File: config.mk
export PLATFORM = sky130hd
export DESIGN_NAME = global_average_pool_unit
export DESIGN_NICKNAME = d
export VERILOG_FILES = /design/src/sv/gap_pkg.sv /design/src/sv/gap_accum.sv /design/src/sv/gap_scale.sv /design/src/sv/gap_out_fifo.sv /design/src/sv/global_average_pool_unit.sv
export SDC_FILE = /design/constraint.sdc
export NUM_CORES = 2
export LEC_CHECK = 0
export ABC_AREA = 1
export BUFFER_PORTS_ARGS = -buffer_cell sky130_fd_sc_hd__buf_2
export CORE_MARGIN = 3
export CORE_UTILIZATION = 65
export CTS_BUF_LIST = sky130_fd_sc_hd__clkbuf_4 sky130_fd_sc_hd__clkbuf_8
export CTS_CLUSTER_DIAMETER = 150
export CTS_CLUSTER_SIZE = 25
export DETAILED_ROUTE_END_ITERATION = 7
export PLACE_DENSITY = 0.85
export REMOVE_ABC_BUFFERS = 1
export SKIP_LAST_GASP = 1
export SLEW_MARGIN = 20
export SYNTH_ARGS = -nofsm -noshare
export SYNTH_HDL_FRONTEND = slang
export SYNTH_HIERARCHICAL = 1
export SYNTH_SLANG_ARGS = --single-unit
File: constraint.sdc
create_clock -name clk -period 11.1 [get_ports clk]
set_input_delay 1.11 -clock clk [delete_from_list [all_inputs] [get_ports clk]]
set_output_delay 1.11 -clock clk [all_outputs]
set_load 0.02 [all_outputs]
File: src/sv/gap_pkg.sv
// ----------------------------------------------------------------------------
// gap_pkg
// shared constants and types for the global average pooling unit
// ----------------------------------------------------------------------------
package gap_pkg;

    // default sizing of the top level
    localparam int MAX_CHANNELS_DEF = 64;
    localparam int SAMPLE_WIDTH_DEF = 16;

    // register field widths
    localparam int NCH_W     = 7;
    localparam int POOL_W    = 17;
    localparam int RECIP_W   = 17;
    localparam int CFG_W     = 17;
    localparam int CFG_IDX_W = 2;

    // position counter and reciprocal fraction
    localparam int POS_W     = 16;
    localparam int FRAC_BITS = 16;

    // growth of a channel sum over the largest pool
    localparam int SUM_GROWTH = POS_W + 1;

    // output buffer depth, covers the arithmetic pipeline plus slack
    localparam int OUT_FIFO_DEPTH = 8;
    localparam int OUT_PTR_W      = $clog2(OUT_FIFO_DEPTH);
    localparam int OUT_CNT_W      = $clog2(OUT_FIFO_DEPTH + 1);

    // configuration register indexes
    typedef enum logic [CFG_IDX_W-1:0] {
        REG_NUM_CHANNELS = 2'd0,
        REG_POOL_SIZE    = 2'd1,
        REG_RECIPROCAL   = 2'd2
    } cfg_reg_t;

    // control tag travelling with a result through the pipeline
    typedef struct packed {
        logic valid;
        logic last_channel;
    } res_tag_t;

endpackage

File: src/sv/gap_accum.sv
// ----------------------------------------------------------------------------
// gap_accum
// channel sum memory with read-modify-write, forwarding and batch counters
// ----------------------------------------------------------------------------
module gap_accum #(
    parameter int MAX_CHANNELS = gap_pkg::MAX_CHANNELS_DEF,
    parameter int SAMPLE_WIDTH = gap_pkg::SAMPLE_WIDTH_DEF,
    parameter int CH_W         = (MAX_CHANNELS > 1) ? $clog2(MAX_CHANNELS) : 1,
    parameter int SUM_W        = SAMPLE_WIDTH + gap_pkg::SUM_GROWTH
) (
    input  logic                           clk,
    input  logic                           rst_n,
    input  logic                           in_valid,
    input  logic signed [SAMPLE_WIDTH-1:0] in_sample,
    input  logic [gap_pkg::NCH_W-1:0]      num_channels,
    input  logic [gap_pkg::POOL_W-1:0]     pool_size,
    output logic                           s1_pending,
    output gap_pkg::res_tag_t              acc_tag,
    output logic [CH_W-1:0]                acc_channel,
    output logic signed [SUM_W-1:0]        acc_sum
);

    localparam int CMP_W = (CH_W + 1 > gap_pkg::NCH_W) ? CH_W + 1 : gap_pkg::NCH_W;
    localparam int POS_W = gap_pkg::POS_W;

    // batch counters
    logic [CH_W-1:0]  chan_cnt_reg, chan_cnt_next;
    logic [POS_W-1:0] pos_cnt_reg, pos_cnt_next;

    // effective limits from the registers
    logic [CMP_W-1:0] nch_ext, nch_max, nch_eff, last_ch_full;
    logic [CH_W-1:0]  last_ch_idx, ch_sel;
    logic [POS_W-1:0] last_pos_idx;
    logic             is_last_ch, is_last_pos;

    // stage 1: read issued, sample waiting for its sum
    logic                           s1_valid_reg;
    logic [CH_W-1:0]                s1_ch_reg;
    logic                           s1_first_reg, s1_last_pos_reg, s1_last_ch_reg;
    logic signed [SAMPLE_WIDTH-1:0] s1_sample_reg;

    // sum memory and its forwarding path
    logic [SUM_W-1:0]        sums_mem [MAX_CHANNELS];
    logic [SUM_W-1:0]        rd_data_reg;
    logic                    fwd_valid_reg;
    logic [CH_W-1:0]         fwd_addr_reg;
    logic [SUM_W-1:0]        fwd_data_reg;
    logic signed [SUM_W-1:0] base_sum, sample_ext, wr_data;

    // result stage registers
    gap_pkg::res_tag_t       acc_tag_reg;
    logic [CH_W-1:0]         acc_ch_reg;
    logic signed [SUM_W-1:0] acc_sum_reg;

    // clamp channel count and pool size into range
    always_comb
    begin
        nch_ext = CMP_W'(num_channels);
        nch_max = CMP_W'(MAX_CHANNELS);
        if (nch_ext == '0)
            nch_eff = CMP_W'(1);
        else if (nch_ext > nch_max)
            nch_eff = nch_max;
        else
            nch_eff = nch_ext;
        last_ch_full = nch_eff - CMP_W'(1);
        last_ch_idx  = last_ch_full[CH_W-1:0];

        if (pool_size == '0)
            last_pos_idx = '0;
        else if (pool_size[gap_pkg::POOL_W-1])
            last_pos_idx = '1;
        else
            last_pos_idx = pool_size[POS_W-1:0] - POS_W'(1);
    end

    // current channel and batch position flags
    always_comb
    begin
        ch_sel      = (chan_cnt_reg > last_ch_idx) ? last_ch_idx : chan_cnt_reg;
        is_last_ch  = (ch_sel == last_ch_idx);
        is_last_pos = (pos_cnt_reg >= last_pos_idx);

        chan_cnt_next = chan_cnt_reg;
        pos_cnt_next  = pos_cnt_reg;
        if (in_valid)
        begin
            if (is_last_ch)
            begin
                chan_cnt_next = '0;
                pos_cnt_next  = is_last_pos ? '0 : pos_cnt_reg + POS_W'(1);
            end
            else
            begin
                chan_cnt_next = ch_sel + CH_W'(1);
            end
        end
    end

    // counters and stage valids
    always_ff @(posedge clk or negedge rst_n)
    begin
        if (!rst_n)
        begin
            chan_cnt_reg  <= '0;
            pos_cnt_reg   <= '0;
            s1_valid_reg  <= 1'b0;
            fwd_valid_reg <= 1'b0;
            acc_tag_reg   <= '0;
        end
        else
        begin
            chan_cnt_reg  <= chan_cnt_next;
            pos_cnt_reg   <= pos_cnt_next;
            s1_valid_reg  <= in_valid;
            fwd_valid_reg <= s1_valid_reg;
            acc_tag_reg.valid        <= s1_valid_reg && s1_last_pos_reg;
            acc_tag_reg.last_channel <= s1_last_ch_reg;
        end
    end

    // stage 1 payload
    always_ff @(posedge clk)
    begin
        if (in_valid)
        begin
            s1_ch_reg       <= ch_sel;
            s1_first_reg    <= (pos_cnt_reg == '0);
            s1_last_pos_reg <= is_last_pos;
            s1_last_ch_reg  <= is_last_ch;
            s1_sample_reg   <= in_sample;
        end
    end

    // add the sample to the stored or forwarded sum
    always_comb
    begin
        sample_ext = SUM_W'(s1_sample_reg);
        if (fwd_valid_reg && (fwd_addr_reg == s1_ch_reg))
            base_sum = fwd_data_reg;
        else
            base_sum = rd_data_reg;
        wr_data = s1_first_reg ? sample_ext : base_sum + sample_ext;
    end

    // sum memory, read before write on a shared address
    always_ff @(posedge clk)
    begin
        if (s1_valid_reg)
            sums_mem[s1_ch_reg] <= wr_data;
        if (in_valid)
            rd_data_reg <= sums_mem[ch_sel];
    end

    // last write kept for the item read in the same cycle
    always_ff @(posedge clk)
    begin
        if (s1_valid_reg)
        begin
            fwd_addr_reg <= s1_ch_reg;
            fwd_data_reg <= wr_data;
        end
    end

    // sum handed on for scaling
    always_ff @(posedge clk)
    begin
        if (s1_valid_reg)
        begin
            acc_ch_reg  <= s1_ch_reg;
            acc_sum_reg <= wr_data;
        end
    end

    assign s1_pending  = s1_valid_reg && s1_last_pos_reg;
    assign acc_tag     = acc_tag_reg;
    assign acc_channel = acc_ch_reg;
    assign acc_sum     = acc_sum_reg;

endmodule

File: src/sv/gap_scale.sv
// ----------------------------------------------------------------------------
// gap_scale
// multiplies a channel sum by the reciprocal, floors and saturates
// ----------------------------------------------------------------------------
module gap_scale #(
    parameter int SAMPLE_WIDTH = gap_pkg::SAMPLE_WIDTH_DEF,
    parameter int CH_W         = 6,
    parameter int SUM_W        = SAMPLE_WIDTH + gap_pkg::SUM_GROWTH
) (
    input  logic                           clk,
    input  logic                           rst_n,
    input  gap_pkg::res_tag_t              acc_tag,
    input  logic [CH_W-1:0]                acc_channel,
    input  logic signed [SUM_W-1:0]        acc_sum,
    input  logic [gap_pkg::RECIP_W-1:0]    reciprocal,
    output logic                           prod_pending,
    output gap_pkg::res_tag_t              res_tag,
    output logic [CH_W-1:0]                res_channel,
    output logic signed [SAMPLE_WIDTH-1:0] res_average
);

    localparam int PROD_W = SUM_W + gap_pkg::RECIP_W + 1;
    localparam int SH_W   = PROD_W - gap_pkg::FRAC_BITS;

    logic signed [gap_pkg::RECIP_W:0] recip_s;
    logic signed [PROD_W-1:0]         prod_next, prod_reg;
    gap_pkg::res_tag_t                tag_reg;
    logic [CH_W-1:0]                  ch_reg;
    logic [SH_W-1:0]                  shifted;
    logic [SH_W-SAMPLE_WIDTH:0]       top_bits;
    logic                             in_range;

    // signed product, reciprocal taken as a positive value
    assign recip_s   = {1'b0, reciprocal};
    assign prod_next = acc_sum * recip_s;

    // product stage valid
    always_ff @(posedge clk or negedge rst_n)
    begin
        if (!rst_n)
            tag_reg <= '0;
        else
            tag_reg <= acc_tag;
    end

    // product stage payload
    always_ff @(posedge clk)
    begin
        if (acc_tag.valid)
        begin
            prod_reg <= prod_next;
            ch_reg   <= acc_channel;
        end
    end

    // arithmetic shift gives the floor, then clamp to the sample range
    always_comb
    begin
        shifted  = prod_reg[PROD_W-1:gap_pkg::FRAC_BITS];
        top_bits = shifted[SH_W-1:SAMPLE_WIDTH-1];
        in_range = (top_bits == '0) || (top_bits == '1);
        if (in_range)
            res_average = shifted[SAMPLE_WIDTH-1:0];
        else if (shifted[SH_W-1])
            res_average = {1'b1, {(SAMPLE_WIDTH-1){1'b0}}};
        else
            res_average = {1'b0, {(SAMPLE_WIDTH-1){1'b1}}};
    end

    assign prod_pending = tag_reg.valid;
    assign res_tag      = tag_reg;
    assign res_channel  = ch_reg;

endmodule

File: src/sv/gap_out_fifo.sv
// ----------------------------------------------------------------------------
// gap_out_fifo
// result buffer that parts the arithmetic pipeline from the output stream
// ----------------------------------------------------------------------------
module gap_out_fifo #(
    parameter int DATA_W = 23
) (
    input  logic                          clk,
    input  logic                          rst_n,
    input  logic                          push,
    input  logic [DATA_W-1:0]             push_data,
    input  logic                          pop,
    output logic                          not_empty,
    output logic [DATA_W-1:0]             head_data,
    output logic [gap_pkg::OUT_CNT_W-1:0] count
);

    localparam int PTR_W = gap_pkg::OUT_PTR_W;
    localparam int CNT_W = gap_pkg::OUT_CNT_W;

    logic [DATA_W-1:0] buf_mem [gap_pkg::OUT_FIFO_DEPTH];
    logic [PTR_W-1:0]  wr_ptr_reg, rd_ptr_reg;
    logic [CNT_W-1:0]  count_reg, count_next;
    logic              do_pop;

    assign do_pop = pop && (count_reg != '0);

    // occupancy
    always_comb
    begin
        count_next = count_reg;
        if (push && !do_pop)
            count_next = count_reg + CNT_W'(1);
        else if (!push && do_pop)
            count_next = count_reg - CNT_W'(1);
    end

    // pointers and count
    always_ff @(posedge clk or negedge rst_n)
    begin
        if (!rst_n)
        begin
            wr_ptr_reg <= '0;
            rd_ptr_reg <= '0;
            count_reg  <= '0;
        end
        else
        begin
            count_reg <= count_next;
            if (push)
                wr_ptr_reg <= wr_ptr_reg + PTR_W'(1);
            if (do_pop)
                rd_ptr_reg <= rd_ptr_reg + PTR_W'(1);
        end
    end

    // storage
    always_ff @(posedge clk)
    begin
        if (push)
            buf_mem[wr_ptr_reg] <= push_data;
    end

    assign not_empty = (count_reg != '0);
    assign head_data = buf_mem[rd_ptr_reg];
    assign count     = count_reg;

endmodule

File: src/sv/global_average_pool_unit.sv
// ----------------------------------------------------------------------------
// global_average_pool_unit
// per-channel running sums over a batch, scaled to a floored mean
// ----------------------------------------------------------------------------
// Samples enter on the s_ stream, one word per cycle while s_tready is
// high, position by position with channels 0 .. num_channels-1 at each
// position. Each word does one read-modify-write of its channel's sum in
// a one-port-read, one-port-write memory; a one-entry forward path covers
// a write still in flight. During the last position of a batch each word
// yields one result on the m_ stream: the floored, saturated mean, its
// channel, and tlast on the final channel of the batch. Words of earlier
// positions yield nothing. Throughput is one word per cycle while s_tready
// is high, set by the single memory access per word. A result word passes
// the memory read, accumulate and multiply registers, then the output
// buffer, before it is offered. When m_tready is low, results collect in
// an eight-entry buffer; s_tready drops once buffered plus in-flight
// results fill it. Registers are written on the cfg_ channel, always ready,
// only while the block is idle, a rule for the user that the block does not
// enforce. Reset clears the counters, the pipeline and the buffer and loads
// num_channels 1, pool_size 1 and reciprocal 1.0; the sum memory needs no
// clearing since the first position of a batch overwrites it.
// ----------------------------------------------------------------------------
module global_average_pool_unit #(
    parameter int MAX_CHANNELS = gap_pkg::MAX_CHANNELS_DEF,
    parameter int SAMPLE_WIDTH = gap_pkg::SAMPLE_WIDTH_DEF,
    parameter int CH_W         = (MAX_CHANNELS > 1) ? $clog2(MAX_CHANNELS) : 1,
    parameter int S_DATA_W     = ((SAMPLE_WIDTH + 7) / 8) * 8,
    parameter int M_DATA_W     = ((SAMPLE_WIDTH + CH_W + 7) / 8) * 8
) (
    input  logic                            clk,
    input  logic                            rst_n,
    // configuration write channel
    input  logic                            cfg_valid,
    output logic                            cfg_ready,
    input  logic [gap_pkg::CFG_IDX_W-1:0]   cfg_index,
    input  logic [gap_pkg::CFG_W-1:0]       cfg_data,
    // sample stream
    input  logic                            s_tvalid,
    output logic                            s_tready,
    input  logic [S_DATA_W-1:0]             s_tdata,   // sample
    // result stream
    output logic                            m_tvalid,
    input  logic                            m_tready,
    output logic [M_DATA_W-1:0]             m_tdata,   // average, channel
    output logic                            m_tlast    // last_channel
);

    localparam int SUM_W    = SAMPLE_WIDTH + gap_pkg::SUM_GROWTH;
    localparam int RES_W    = SAMPLE_WIDTH + CH_W + 1;
    localparam int CREDIT_W = gap_pkg::OUT_CNT_W + 1;

    // configuration registers
    logic [gap_pkg::NCH_W-1:0]   num_channels_reg;
    logic [gap_pkg::POOL_W-1:0]  pool_size_reg;
    logic [gap_pkg::RECIP_W-1:0] reciprocal_reg;

    // pipeline links
    logic                           in_accept;
    logic                           s1_pending, prod_pending;
    gap_pkg::res_tag_t              acc_tag, res_tag;
    logic [CH_W-1:0]                acc_channel, res_channel;
    logic signed [SUM_W-1:0]        acc_sum;
    logic signed [SAMPLE_WIDTH-1:0] res_average;
    logic [RES_W-1:0]               push_data, head_data;
    logic [gap_pkg::OUT_CNT_W-1:0]  fifo_count;
    logic [CREDIT_W-1:0]            credits;

    // register writes
    assign cfg_ready = 1'b1;

    always_ff @(posedge clk or negedge rst_n)
    begin
        if (!rst_n)
        begin
            num_channels_reg <= gap_pkg::NCH_W'(1);
            pool_size_reg    <= gap_pkg::POOL_W'(1);
            reciprocal_reg   <= gap_pkg::RECIP_W'(1 << gap_pkg::FRAC_BITS);
        end
        else if (cfg_valid && cfg_ready)
        begin
            unique case (cfg_index)
                gap_pkg::REG_NUM_CHANNELS: num_channels_reg <= cfg_data[gap_pkg::NCH_W-1:0];
                gap_pkg::REG_POOL_SIZE:    pool_size_reg    <= cfg_data[gap_pkg::POOL_W-1:0];
                gap_pkg::REG_RECIPROCAL:   reciprocal_reg   <= cfg_data[gap_pkg::RECIP_W-1:0];
                default:                   ;
            endcase
        end
    end

    // input flow control: results in flight plus buffered stay within the buffer
    assign credits = CREDIT_W'(fifo_count) + CREDIT_W'(s1_pending)
                   + CREDIT_W'(acc_tag.valid) + CREDIT_W'(prod_pending);
    assign s_tready  = (credits < CREDIT_W'(gap_pkg::OUT_FIFO_DEPTH));
    assign in_accept = s_tvalid && s_tready;

    gap_accum #(
        .MAX_CHANNELS (MAX_CHANNELS),
        .SAMPLE_WIDTH (SAMPLE_WIDTH),
        .CH_W         (CH_W),
        .SUM_W        (SUM_W)
    ) u_accum (
        .clk          (clk),
        .rst_n        (rst_n),
        .in_valid     (in_accept),
        .in_sample    (s_tdata[SAMPLE_WIDTH-1:0]),
        .num_channels (num_channels_reg),
        .pool_size    (pool_size_reg),
        .s1_pending   (s1_pending),
        .acc_tag      (acc_tag),
        .acc_channel  (acc_channel),
        .acc_sum      (acc_sum)
    );

    gap_scale #(
        .SAMPLE_WIDTH (SAMPLE_WIDTH),
        .CH_W         (CH_W),
        .SUM_W        (SUM_W)
    ) u_scale (
        .clk          (clk),
        .rst_n        (rst_n),
        .acc_tag      (acc_tag),
        .acc_channel  (acc_channel),
        .acc_sum      (acc_sum),
        .reciprocal   (reciprocal_reg),
        .prod_pending (prod_pending),
        .res_tag      (res_tag),
        .res_channel  (res_channel),
        .res_average  (res_average)
    );

    // result word: average, channel, last flag
    assign push_data = {res_tag.last_channel, res_channel, res_average};

    gap_out_fifo #(
        .DATA_W    (RES_W)
    ) u_out_fifo (
        .clk       (clk),
        .rst_n     (rst_n),
        .push      (res_tag.valid),
        .push_data (push_data),
        .pop       (m_tready),
        .not_empty (m_tvalid),
        .head_data (head_data),
        .count     (fifo_count)
    );

    assign m_tdata = M_DATA_W'(head_data[SAMPLE_WIDTH+CH_W-1:0]);
    assign m_tlast = head_data[RES_W-1];

endmodule

==> results.txt <==
----------------------------------------------------
[Placement]
  HPWL reported at the end of detailed placement ... 218 mm
  IO Port Bufs ... 64
  Routability Congestion ... 0.968
  Cell Count Post-Placement ... 14,800

[Timing]
  Clock Skew ... 82.2 ps
  RSZ-0062 raised after global routing ... no
  Maximum clock frequency ... 135 MHz
  Hold Fails Final Rpt ... 0
  Number of max-slew violations in the final report ... 0
  Endpoints failing setup ... 0
  Crit share post-route ... 66.6%
  Transition at the pin with the smallest max-transition slack ... 1210 ps
  Max-slew headroom at the worst pin ... 19.0%
  Post-layout minimum cycle time ... 7400 ps

[Cells and area]
  Layout fillers ... 13,600
  Number of nets at the end of the flow ... 13,100
  Area delta synth->final ... 4.00%
  Fraction of layout cells with a size suffix above 1 ... 5.17%
  Layout Utilization ... 68.4%
  Max reg flops ... 2,112
  Number of cells in the finished layout apart from fillers ... 15,000

[GRT]
  Vias in the first global route ... 92,100
  First-pass GRT wire length ... 546 mm
  Largest net degree at the start of global routing ... 197
  Initial antenna violation count ... 24
  Remaining Overflow, GRT ... 0
  Total global-route track usage ... 36.0%

[Critical path]
  Category of the critical setup timing path ... register to register
  Critical path data required time ... 11,800 ps
  Startpoint class of the critical path ... register
  Kind of capture point of the worst setup path ... register
  Max FO, Critical Path ... 49
  Arrival @ worst endpoint ... 8100 ps

[Synth]
  Prevailing post-synth register cell ... edfxtp_1
  Post-synthesis instance area ... 127,000 um2
  Synthesized instance count ... 12,600
  Number of enable flip-flop cells after synthesis ... 2,434
  Number of different library cells in the post-synthesis netlist ... 54
  Cell types with the highest counts after synthesis ... nand2_1, edfxtp_1, inv_1, nand3_1, nor2_1
  Portion of synthesized cell area occupied by the leading cell type ... 57.3%
  Part of the Yosys area used for sequential elements ... 58.9%
  Most common cell in the netlist ... nand2_1
  Synth top area cells ... edfxtp_1, nand2_1, fa_1
  Post-synthesis register bit count ... 2,513
  Cell type with the largest total area after synthesis ... edfxtp_1
  Post-synthesis average cell area ... 10.1 um2
  Synthesis warning total ... 6
  Share of async-settable or async-resettable flops after synthesis ... 3.14%

[Clock network]
  Quantity of gates resized following cts ... 0
  Insertion delay of the later-clocked pin in the worst-skew pair ... 1040 ps
  CTS max path bufs ... 3
  Hold-fix buffers, CTS ... 1
  Total number of H-tree levels ... 3
  Clock slew at reported path FFs ... 160 ps
  Post-CTS Setup Repair Bufs ... 0
  Num CTS Buffers ... 111
  CTS tree ... built
  Number of sinks handled by clock tree synthesis ... 2,513
  Root cell of the clock tree ... clkbuf_8

[Routing]
  Avg WL per Cell ... 24.6 um
  Detailed-route wire length ... 369 mm
  Antenna viol nets, final ... 0
  DR vias ... 93,300
  Count of routing violations after the opening detailed-route iteration ... 15,000
  1st-pass router iterations ... 8
  Post-detailed-route via-to-cell ratio ... 6.22
  Drt drc ... 2

[Floorplanning]
  Effective utilization at floorplan ... 65.8%
  Num ports ... 68
  Placeable core area ... 194,000 um2
  Die area ... 201,000 um2
  Die span in y ... 449 um
  Core Rows ... 161
  Die extent in x ... 449 um

[Hold path]
  Class of the most critical hold timing path ... input pin to register

[Flow run]
  # Max-Cap Violations ... 0

[Status]
  Status ... complete, but fails checks
  Violated checks ... DRC

----------------------------------------------------
==> critical path: stages, from the launching register on <==
cell and delay, ps:
edfxtp_1 630, clkinv_1 400, nand2_1 160, nand2_1 60, nor3_1 210, nand2_1 630
inv_1 1000, nor2_1 80, nor2_1 130, ha_1 200, fa_1 240, nand3_1 80
nand2_1 100, inv_1 50, nor2_1 80, nor2_1 70, o21ai_0 250, a21boi_0 180
o21ai_0 400, nand2_1 110, nand2_1 120, nand2_1 80, o21bai_1 200, nand2_1 110
inv_1 90, nor3_1 70, o31ai_4 670, buf_4 630
==> per-stage QoR <==
step	setup TNS (ps)	setup slack, ps	hold WS [ps]	instance area, um2
final	0	3700	322	133000
after global routing	0	3130	296	133000
after CTS	0	3990	277	132000
after detailed placement	0	4080	340	130000
after global placement	0	4170	341	130000
after floorplan	-18960	-1170	331	124000
==> routing by layer <==
metal	vias up	global-route usage (%)	wire length, um	part of all wire (%)
met1	44200	45.7	121000	33
li1	40000	-	-	-
met5	-	0	84	0.023
met2	7423	55.8	167000	45
met4	14	22.9	27400	7.4
met3	1671	8.93	52900	14
==> path summary, 6_finish.rpt <==
path,from,end,slack (ps),cells past startpoint
max,u_accum/s1_ch_reg[0]$_DFFE_PP_,u_accum/sums_mem[33][28]$_DFFE_PP_,3700,27
min,s_tdata[9],u_accum/s1_sample_reg[9]$_DFFE_PP_,320,1
max reg2reg,u_accum/s1_ch_reg[0]$_DFFE_PP_,u_accum/sums_mem[33][28]$_DFFE_PP_,3700,27
min reg2reg,u_accum/acc_tag[0]$_DFF_PN0_,u_scale/res_tag[0]$_DFF_PN0_,370,0
max in group asynchronous,rst_n,u_out_fifo/rd_ptr_reg[0]$_DFFE_PN0P_,9730,3
min in group asynchronous,rst_n,u_out_fifo/rd_ptr_reg[2]$_DFFE_PN0P_,430,2
==> area by class of cell <==
cell class | count | area (um2) | share of cell area [%]
repair buffers | 253 | 2010 | 1.52
clock inverters | 8 | 111 | 0.0840
clock buffers | 151 | 1840 | 1.39
well taps | 2608 | 3260 | 2.46
diodes | 9 | 22.5 | 0.0170
multi-input cells | 7780 | 44000 | 33.2
inverters | 1679 | 6310 | 4.76
flip-flops and latches | 2513 | 75100 | 56.6
==> cells in the final DEF, fill, tap and decap left out, types with 14 or more instances in the layout <==
cell type  instances
nand2_1         4180
edfxtp_1        2434
inv_1           1660
nand3_1         1546
fa_1             537
nor2_1           526
a21oi_1          304
ha_1             179
buf_4            167
clkbuf_8         113
o21ai_0           82
dfrtp_1           73
nor2_4            69
buf_2             63
nand4_1           42
clkbuf_4          38
nand2_2           34
o21ai_1           30
xor2_1            25
nor3_1            22
o21ai_2           21
xnor2_1           20
o21ai_4           17
buf_12            16
nor2_2            14
inv_2             14
nor4_1            14
==> logic make-up (layout without fill, tap and decap cells) <==
kind of cell	count (synthesis)	after routing	share of synthesized area, %
AO/OA/AOI/OAI	511	511	2.18
other	2	12	0.00589
buffers and inverters	2329	2091	7.35
XOR/XNOR	46	46	0.316
flip-flops	2513	2513	58.9
AND/OR/NAND/NOR	6504	6504	21.1
adder cells (fa/ha/maj)	716	716	10.2
Power is not shown: default switching activity piles up to over one toggle a cycle in this logic, so the estimate is an artifact.
